$ cat src/hw/rtl/tsfc_pkg.sv
// Package for the timestamp format checker.
// Holds the character layout, month lengths, decimal step helper and word type.
// No dependencies.
`timescale 1ns / 1ps

package tsfc_pkg;

    // Full length of a YYYY-MM-DDTHH:MM:SS.mmmZ string
    localparam int unsigned TS_LENGTH = 24;
    localparam int unsigned POS_W     = 5;

    typedef logic [POS_W-1:0] tsfc_pos_t;
    typedef logic [6:0]       tsfc_acc_t;

    // Position constants
    localparam tsfc_pos_t POS_FULL      = tsfc_pos_t'(TS_LENGTH);
    localparam tsfc_pos_t POS_LAST      = tsfc_pos_t'(TS_LENGTH - 1);
    localparam tsfc_pos_t POS_CENT_HI   = 5'd0;
    localparam tsfc_pos_t POS_CENT_LO   = 5'd1;
    localparam tsfc_pos_t POS_YEAR_HI   = 5'd2;
    localparam tsfc_pos_t POS_YEAR_END  = 5'd3;
    localparam tsfc_pos_t POS_MONTH_HI  = 5'd5;
    localparam tsfc_pos_t POS_MONTH_END = 5'd6;
    localparam tsfc_pos_t POS_DAY_HI    = 5'd8;
    localparam tsfc_pos_t POS_DAY_END   = 5'd9;
    localparam tsfc_pos_t POS_HOUR_HI   = 5'd11;
    localparam tsfc_pos_t POS_HOUR_END  = 5'd12;
    localparam tsfc_pos_t POS_MIN_HI    = 5'd14;
    localparam tsfc_pos_t POS_MIN_END   = 5'd15;
    localparam tsfc_pos_t POS_SEC_HI    = 5'd17;
    localparam tsfc_pos_t POS_SEC_END   = 5'd18;

    // ASCII codes
    localparam logic [7:0] CH_DIGIT = 8'h00;  // layout marker: any decimal digit
    localparam logic [7:0] CH_ZERO  = 8'h30;
    localparam logic [7:0] CH_NINE  = 8'h39;
    localparam logic [7:0] CH_DASH  = 8'h2D;
    localparam logic [7:0] CH_COLON = 8'h3A;
    localparam logic [7:0] CH_DOT   = 8'h2E;
    localparam logic [7:0] CH_T     = 8'h54;
    localparam logic [7:0] CH_Z     = 8'h5A;

    // Range limits
    localparam tsfc_acc_t MAX_MONTH  = 7'd12;
    localparam tsfc_acc_t MAX_HOUR   = 7'd23;
    localparam tsfc_acc_t MAX_MINSEC = 7'd59;
    localparam logic [4:0] FEB_LEAP  = 5'd29;

    // One input word as held in the input register
    typedef struct packed {
        logic [7:0] text_byte;
        logic       final_byte;
    } tsfc_word_t;

    // Expected character per position; CH_DIGIT means a decimal digit
    function automatic logic [7:0] tsfc_layout(input tsfc_pos_t p);
        logic [7:0] ch;
        case (p)
            5'd4, 5'd7:   ch = CH_DASH;
            5'd10:        ch = CH_T;
            5'd13, 5'd16: ch = CH_COLON;
            5'd19:        ch = CH_DOT;
            5'd23:        ch = CH_Z;
            default:      ch = CH_DIGIT;
        endcase
        return ch;
    endfunction

    // Days in a month; out-of-range months give 31
    function automatic logic [4:0] tsfc_month_days(input tsfc_acc_t m, input logic leap);
        logic [4:0] days;
        case (m)
            7'd2:                   days = leap ? FEB_LEAP : 5'd28;
            7'd4, 7'd6, 7'd9, 7'd11: days = 5'd30;
            default:                days = 5'd31;
        endcase
        return days;
    endfunction

    // acc*10 + digit, kept to 7 bits
    function automatic tsfc_acc_t tsfc_dec_step(input tsfc_acc_t acc, input logic [3:0] dig);
        logic [9:0] sum;
        sum = ({3'b000, acc} << 3) + ({3'b000, acc} << 1) + {6'b0, dig};
        return sum[6:0];
    endfunction

endpackage

$ cat src/hw/rtl/tsfc_parse.sv
// Parse stage: per-character checks and field accumulators.
// Produces one pass/fail result on the final word. Depends on tsfc_pkg.
`timescale 1ns / 1ps

module tsfc_parse
    import tsfc_pkg::*;
(
    input  logic       clk,
    input  logic       rst_n,
    input  logic       process,
    input  tsfc_word_t word,
    output logic       res_load,
    output logic       res_value
);

    tsfc_pos_t pos_reg, pos_next;
    logic      failed_reg, failed_next;
    tsfc_acc_t cent_reg, cent_next;     // first two year digits
    tsfc_acc_t low_reg, low_next;       // last two year digits
    tsfc_acc_t month_reg, month_next;
    tsfc_acc_t day_reg, day_next;
    tsfc_acc_t field_reg, field_next;

    logic [7:0] ch;
    logic [7:0] expect_ch;
    logic [3:0] dig;
    logic       is_digit;
    logic       fail;
    logic       leap;
    logic [4:0] max_day;
    tsfc_acc_t  cent_calc, low_calc, month_calc, day_calc, field_calc;

    assign ch        = word.text_byte;
    assign expect_ch = tsfc_layout(pos_reg);
    assign dig       = ch[3:0];
    assign is_digit  = (ch >= CH_ZERO) && (ch <= CH_NINE);

    // Gregorian leap year from the two digit pairs
    assign leap    = (low_reg == 7'd0) ? (cent_reg[1:0] == 2'b00) : (low_reg[1:0] == 2'b00);
    assign max_day = tsfc_month_days(month_reg, leap);

    // Character check and accumulate
    always_comb
    begin
        fail       = failed_reg;
        cent_calc  = cent_reg;
        low_calc   = low_reg;
        month_calc = month_reg;
        day_calc   = day_reg;
        field_calc = field_reg;
        if (pos_reg >= POS_FULL)
        begin
            fail = 1'b1;
        end
        else if (expect_ch != CH_DIGIT)
        begin
            if (ch != expect_ch)
            begin
                fail = 1'b1;
            end
        end
        else
        begin
            if (!is_digit)
            begin
                fail = 1'b1;
            end
            case (pos_reg) inside
                POS_CENT_HI, POS_CENT_LO:
                begin
                    cent_calc = tsfc_dec_step(cent_reg, dig);
                end
                POS_YEAR_HI:
                begin
                    low_calc = tsfc_dec_step(low_reg, dig);
                end
                POS_YEAR_END:
                begin
                    low_calc = tsfc_dec_step(low_reg, dig);
                    if (cent_reg == 7'd0 && low_calc == 7'd0)
                    begin
                        fail = 1'b1;
                    end
                end
                POS_MONTH_HI:
                begin
                    month_calc = tsfc_dec_step(month_reg, dig);
                end
                POS_MONTH_END:
                begin
                    month_calc = tsfc_dec_step(month_reg, dig);
                    if (month_calc == 7'd0 || month_calc > MAX_MONTH)
                    begin
                        fail = 1'b1;
                    end
                end
                POS_DAY_HI:
                begin
                    day_calc = tsfc_dec_step(day_reg, dig);
                end
                POS_DAY_END:
                begin
                    day_calc = tsfc_dec_step(day_reg, dig);
                    if (day_calc == 7'd0 || day_calc > {2'b00, max_day})
                    begin
                        fail = 1'b1;
                    end
                end
                POS_HOUR_HI, POS_MIN_HI, POS_SEC_HI:
                begin
                    field_calc = {3'b000, dig};
                end
                POS_HOUR_END:
                begin
                    field_calc = tsfc_dec_step(field_reg, dig);
                    if (field_calc > MAX_HOUR)
                    begin
                        fail = 1'b1;
                    end
                end
                POS_MIN_END, POS_SEC_END:
                begin
                    field_calc = tsfc_dec_step(field_reg, dig);
                    if (field_calc > MAX_MINSEC)
                    begin
                        fail = 1'b1;
                    end
                end
                default:
                begin
                    // milliseconds: digit check only
                end
            endcase
        end
    end

    // Next state: final word returns everything to reset
    always_comb
    begin
        pos_next    = pos_reg;
        failed_next = failed_reg;
        cent_next   = cent_reg;
        low_next    = low_reg;
        month_next  = month_reg;
        day_next    = day_reg;
        field_next  = field_reg;
        res_load    = 1'b0;
        res_value   = 1'b0;
        if (process)
        begin
            if (word.final_byte)
            begin
                res_load    = 1'b1;
                res_value   = !fail && (pos_reg == POS_LAST);
                pos_next    = '0;
                failed_next = 1'b0;
                cent_next   = '0;
                low_next    = '0;
                month_next  = '0;
                day_next    = '0;
                field_next  = '0;
            end
            else
            begin
                failed_next = fail;
                pos_next    = (pos_reg < POS_FULL) ? pos_reg + 5'd1 : POS_FULL;
                cent_next   = cent_calc;
                low_next    = low_calc;
                month_next  = month_calc;
                day_next    = day_calc;
                field_next  = field_calc;
            end
        end
    end

    always_ff @(posedge clk or negedge rst_n)
    begin
        if (!rst_n)
        begin
            pos_reg    <= '0;
            failed_reg <= 1'b0;
            cent_reg   <= '0;
            low_reg    <= '0;
            month_reg  <= '0;
            day_reg    <= '0;
            field_reg  <= '0;
        end
        else
        begin
            pos_reg    <= pos_next;
            failed_reg <= failed_next;
            cent_reg   <= cent_next;
            low_reg    <= low_next;
            month_reg  <= month_next;
            day_reg    <= day_next;
            field_reg  <= field_next;
        end
    end

`ifndef SYNTH
    // Position counter saturates at the full length
    a_pos_range: assert property (@(posedge clk) disable iff (!rst_n)
        pos_reg <= POS_FULL)
        else $error("position beyond full length");

    // A final word leaves the parser in its reset state
    a_clear_after_final: assert property (@(posedge clk) disable iff (!rst_n)
        res_load |=> (pos_reg == '0) && !failed_reg)
        else $error("parser state not cleared after final word");

    // A pass is only possible on the last layout position
    a_pass_length: assert property (@(posedge clk) disable iff (!rst_n)
        (res_load && res_value) |-> (pos_reg == POS_LAST) && !failed_reg)
        else $error("pass reported on wrong length or after failure");
`endif

endmodule

$ cat config.mk
export PLATFORM = sky130hd
export DESIGN_NAME = tsfc_parse
export DESIGN_NICKNAME = d
export VERILOG_FILES = /design/src/hw/rtl/tsfc_pkg.sv /design/src/hw/rtl/tsfc_parse.sv
export SDC_FILE = /design/constraint.sdc
export NUM_CORES = 1
export LEC_CHECK = 0
export BUFFER_PORTS_ARGS = -buffer_cell sky130_fd_sc_hd__buf_2
export CORE_MARGIN = 2
export CORE_UTILIZATION = 55
export CTS_CLUSTER_DIAMETER = 60
export CTS_CLUSTER_SIZE = 28
export DETAILED_ROUTE_END_ITERATION = 16
export HOLD_SLACK_MARGIN = 0.03
export PLACE_DENSITY_LB_ADDON = 0.1
export SLEW_MARGIN = 25
export SYNTH_ARGS = -nofsm -noshare
export SYNTH_HDL_FRONTEND = slang
export SYNTH_SLANG_ARGS = --single-unit
$ cat constraint.sdc
create_clock -name clk -period 3.8 [get_ports clk]
set_input_delay 0.19 -clock clk [delete_from_list [all_inputs] [get_ports clk]]
set_output_delay 0.19 -clock clk [all_outputs]
set_load 0.005 [all_outputs]
======== After elaboration in Yosys (flattened, before gate mapping) ========
Index checks and enable logic that the tools add are counted.
storage, ports and cells
  bits in registers ....................... 39
  input bits .............................. 12
  bits in writable memories ............... 0
  logic and storage cells ................. 163
  ROM bits ................................ 0
  memories ................................ 0
  latch bits .............................. 0
cells by class
  $add $sub $neg .......................... 11
  shift-type cells ........................ 0
  bitwise gates (word level) .............. 0
  divide/modulo/power cells ............... 0
  muxes and demuxes ....................... 71
  $lt $le $gt $ge ......................... 8
  eq/ne operators ......................... 35
  reductions and logical operators ........ 31
  multipliers ............................. 0
operator list
  operator              count
  $mux W6               23
  $mux W7               18
  $eq A5 B4 Y1 const B  8
  $add A7 B4 Y7         5
  $add A7 B7 Y7         5
  $logic_not A7 Y1      5
  $pmux W7 S5           1
  $mux W1               26
  $eq A5 B5 Y1 const B  5
  $eq A5 B3 Y1 const B  4
  $ne A2 B2 Y1 const B  9
  $eq A7 B3 Y1 const B  2
  $eq A7 B4 Y1 const B  2
  $reduce_and A11 Y1    1
  $eq A5 B2 Y1 const B  2
  $mux W5               2
  $reduce_and A9 Y1     1
  $reduce_bool A3 Y1    3
  $ge A8 B6 Y1 const B  1
  $le A8 B6 Y1 const B  1
  $ne A8 B8 Y1          1
  $reduce_bool A8 Y1    1
  $reduce_or A2 Y1      4
  $eq A7 B2 Y1 const B  1
  other kinds (21)      25

======== Depth between registers and ports, before layout ========
  depth in word-level cells ............... 20
  depth in mapped cells ................... 14
  gate-level depth less buffers ........... 14

======== Worst setup path after synthesis ========
Ideal clock, no wire load.
  path type ............................... register -> output
  start ................................... register low_reg[0]
  end ..................................... output port res_value
  cell stages (with the launch flop) ...... 11
  path buffers ............................ 0
  path slack .............................. 1.082 ns
  data arrival time ....................... 2.528 ns
  cells stage by stage .................... dfrtp_1 fa_1 inv_1 fa_1 nor4b_1 nand2_1 nor4b_1 o211ai_1 o211ai_1 o211ai_1 and2_1
on the way
  longest elaborated chain between the ends .. 20
  elaborated cells on any way between the ends .. 26
ends and longest elaborated chain
  item                                                         RTL line           text
  from (decl)                                                  tsfc_parse.sv:19   tsfc_acc_t low_reg, low_next;
  from (signal assigned)                                       tsfc_parse.sv:193  low_reg <= low_next;
  $logic_not A7 Y1 / $logic_not A2 Y1 (equally long branches)  tsfc_parse.sv:39   assign leap = (low_reg == 7'd0) ? (cent_reg[1:0] == 2'b00) : (low_reg[1:0] == 2'b00);
  $mux W1                                                      tsfc_parse.sv:39
  $mux W1                                                      tsfc_pkg.sv:73     7'd2: days = leap ? FEB_LEAP : 5'd28;
  $pmux W2 S2                                                  tsfc_pkg.sv:72     case (m)
  $gt A7 B5 Y1                                                 tsfc_parse.sv:104  if (day_calc == 7'd0 || day_calc > {2'b00, max_day})
  $logic_or A1 B1 Y1                                           tsfc_parse.sv:104
  $mux W1                                                      tsfc_parse.sv:104
  $mux W1 (4 in series)                                        tsfc_parse.sv:68   case (pos_reg) inside
  $mux W1 * (3 in series)                                      tsfc_parse.sv:68
  $mux W1 *                                                    tsfc_parse.sv:55   else if (expect_ch != CH_DIGIT)
  $mux W1 *                                                    tsfc_parse.sv:51   if (pos_reg >= POS_FULL)
  $logic_not A1 Y1 *                                           tsfc_parse.sv:154  res_value = !fail && (pos_reg == POS_LAST);
  $logic_and A1 B1 Y1 *                                        tsfc_parse.sv:154
  $mux W1 *                                                    tsfc_parse.sv:151  if (word.final_byte)
  $mux W1 *                                                    tsfc_parse.sv:149  if (process)
  to (decl)                                                    tsfc_parse.sv:13   output logic res_value
Mark *: on every way between the ends. The rest lies on a longest branch, timed or not.

======== Final worst setup path ========
Ends and elaborated chain as after synthesis.

==> results.cfg <==
[timing]
min_period_ns = 3.503
rsz0062_at_grt = no
finClkSkew_ns = 0.007077
hold_viol_final = 0
hold_ws_ns = 0.2641
slew_headroom = 0.4692
drv_slew = 0
worstMarginPinSlew_ns = 0.7962
timing.final.crit_share = 0.9217
fmax_mhz = 285.5
setup_viol = 0
tns_ns = 0

[synth]
synthArstFlopShare = 1.000
yosysSeqAreaShare = 0.2504
yosys_warnings = 0
synth_cell_types = 57
synthFlopType = dfrtp_1
synth_nets = 469
synth_cells = 401
syn-cell-area_sq_um = 3897
synth-seq-cells = 39
synth_edf_count = 0
syn-mean-instance-area_sq_um = 9.719

[final_layout]
fillers = 611
diodes = 0
ff_latch_area_sq_um = 975.9
multiInputGateArea_sq_um = 2628
design_area_sq_um = 4039
fin_cells = 499
synthToLayoutAreaGrowth_pct = 3.628
nets = 471
drive_above_1_share = 0.1266

[setup_path]
worst-path-stages = 11
cp.arrival_ns = 3.31
critical_path.cell_chain = fa_1 > inv_1 > fa_1 > nor4b_1 > nand2_1 > nor4b_1 > o211ai_1 > o211ai_1 > o211ai_1 > and2_1 > buf_2
slowest_stage = fa_1
cp_max_fo = 4
crit_family = adder cells
r2r_cells = 10
worstSetupStartpointType = register
endpoint_kind = primary output
criticalPathCategory = register to primary output
critical_path_buf_inv_count = 2
max_stage_delay_ns = 0.56
cp_common_cell = o211ai_1
required_ns = 3.61

[detailed_routing]
first_iter_violations = 130
drc = 0
antenna_left = 0
dr.pass1.iters = 7
vias = 2839
wl_per_cell_um = 16.38
drt_wl_total_um = 8173
avgViaCountPerCell = 5.689

[grt]
grt_pass1_vias = 2868
antenna_found_initial = 0
grt_use_total = 0.2330
grt_max_degree = 40
grt_pass1_wl_um = 13990
grt-ovfl-total = 0

[place]
dp.cells = 491
placed_area_sq_um = 3939
port-buffer-count = 13
hpwlAfterDp_um = 6130
place_congestion = 0.8730

[floorplan]
io_pins = 14
rows = 30
initial_core_util = 0.5705
core_area_sq_um = 6832
die_area_sq_um = 7776
die_w_um = 88.18
die_h_um = 88.18

[cts]
cts_made_buffers = 5
ctsHoldBuffers = 0
cts_root_buf = clkbuf_8
clockBufferDepth = 2
cts.sinks = 39
cts_resized = 0
post_cts_buffers = 0
cts-htree-levels = 2
clk_pin_slew_ns = 0.08
cts_tree = done
worstSkewPairLatency_ns = 0.30

[min_path]
hp-class = primary input to register
hold_depth = 2

[outcome]
status = finished clean

[job]
maxCapViolations = 0

[power]
ir_drop_uv = 273.6
finalPower_mw = 2.170
powerDensity_nw_per_um2 = 537.3
p_leak_nw = 1.915
final cells by class:
| type | count | area share |
|---|---|---|
| multi-input combinational | 304 | 0.6506 |
| timing repair buffer | 15 | 0.02107 |
| clock inverter | 1 | 0.001239 |
| clock buffer | 6 | 0.02045 |
| sequential | 39 | 0.2416 |
| tap | 96 | 0.02974 |
| inverter | 38 | 0.03532 |
placed cells by master (no fill, tap or decap), drive strengths merged, types with 4 or more instances in the layout:
cell type  count
mux2i          9
dfrtp         39
mux2          29
xor2          12
nor2          27
nor2b         14
nand2         10
ha            46
nor3           9
o21a           7
o21ai         14
a21o           8
xnor2         17
nand2b         9
o211ai         5
fa            10
nor4           4
nand3         10
buf           14
clkbuf         6
inv           38
a21oi         24
path summary, 6_finish.rpt:
kind / endpoint / start / slack (ns)
setup / recovery: res_value / low_reg[0]$_DFFE_PN0P_ / 0.30
hold / removal: pos_reg[3]$_DFFE_PN0P_ / process / 0.26
setup reg to reg: failed_reg$_DFFE_PN0P_ / low_reg[0]$_DFFE_PN0P_ / 0.84
hold reg to reg: field_reg[4]$_DFFE_PN0P_ / field_reg[4]$_DFFE_PN0P_ / 0.51
max in group asynchronous: month_reg[5]$_DFFE_PN0P_ / rst_n / 3.03
min in group asynchronous: pos_reg[2]$_DFFE_PN0P_ / rst_n / 0.40
power breakdown:
group	total (mW)	switching (mW)	internal, mW
Clock	0.292	0.150	0.143
Combinational	1.22	0.604	0.614
Sequential	0.660	0.124	0.536
Total	2.17	0.877	1.29
through the flow:
stage / util / setup slack, ns
floorplan: - / 1.082
global placement: 0.5766 / 0.6222
detailed placement: 0.5766 / 0.5923
CTS: 0.5894 / 0.2796
finish: 0.5912 / 0.2974
global route: 0.5912 / 0.09685
routing by layer:
metal  share of wire  track usage
met5               0            0
met3           0.038      0.03959
met4          0.0098      0.06198
met2            0.49       0.3985
met1            0.46       0.3052
synth_stat cells (2+ instances only):
| cell | n | area, sq um |
|---|---|---|
| nand3_1 | 10 | 50.05 |
| nor4b_1 | 3 | 26.28 |
| mux2_1 | 6 | 67.56 |
| o221ai_1 | 2 | 17.52 |
| fa_1 | 10 | 200.2 |
| nor2b_1 | 14 | 87.58 |
| buf_6 | 8 | 90.09 |
| buf_4 | 3 | 22.52 |
| a41oi_1 | 2 | 17.52 |
| inv_1 | 38 | 142.6 |
| and3_1 | 3 | 18.77 |
| xor2_1 | 12 | 105.1 |
| dfrtp_1 | 39 | 975.9 |
| a21o_1 | 8 | 60.06 |
| a21oi_1 | 23 | 115.1 |
| a31oi_1 | 2 | 12.51 |
| o21ai_0 | 12 | 60.06 |
| mux2_4 | 23 | 345.3 |
| nand4_1 | 2 | 12.51 |
| o22ai_1 | 2 | 12.51 |
| o21a_1 | 5 | 37.54 |
| nor2_1 | 27 | 101.4 |
| o22a_1 | 2 | 17.52 |
| nor4_1 | 4 | 25.02 |
| clkbuf_1 | 5 | 18.77 |
| nand2_1 | 10 | 37.54 |
| ha_1 | 46 | 575.6 |
| o211ai_1 | 5 | 37.54 |
| xnor2_1 | 17 | 148.9 |
| o31ai_1 | 3 | 22.52 |
| mux2i_1 | 9 | 90.09 |
| buf_2 | 4 | 20.02 |
| nor3b_1 | 2 | 15.01 |
| nand2b_1 | 9 | 56.30 |
| nor3_1 | 9 | 45.04 |
kinds of logic after synthesis:
kind of cell | after synthesis | synth area share
AO/OA/AOI/OAI | 82 | 0.1445
buffers and inverters | 58 | 0.07544
AND/OR/NAND/NOR | 99 | 0.1364
flip-flops | 39 | 0.2504
XOR/XNOR | 29 | 0.06517
adder cells (fa/ha/maj) | 56 | 0.1990
multiplexers | 38 | 0.1291
(Power assumes the default switching activity.)
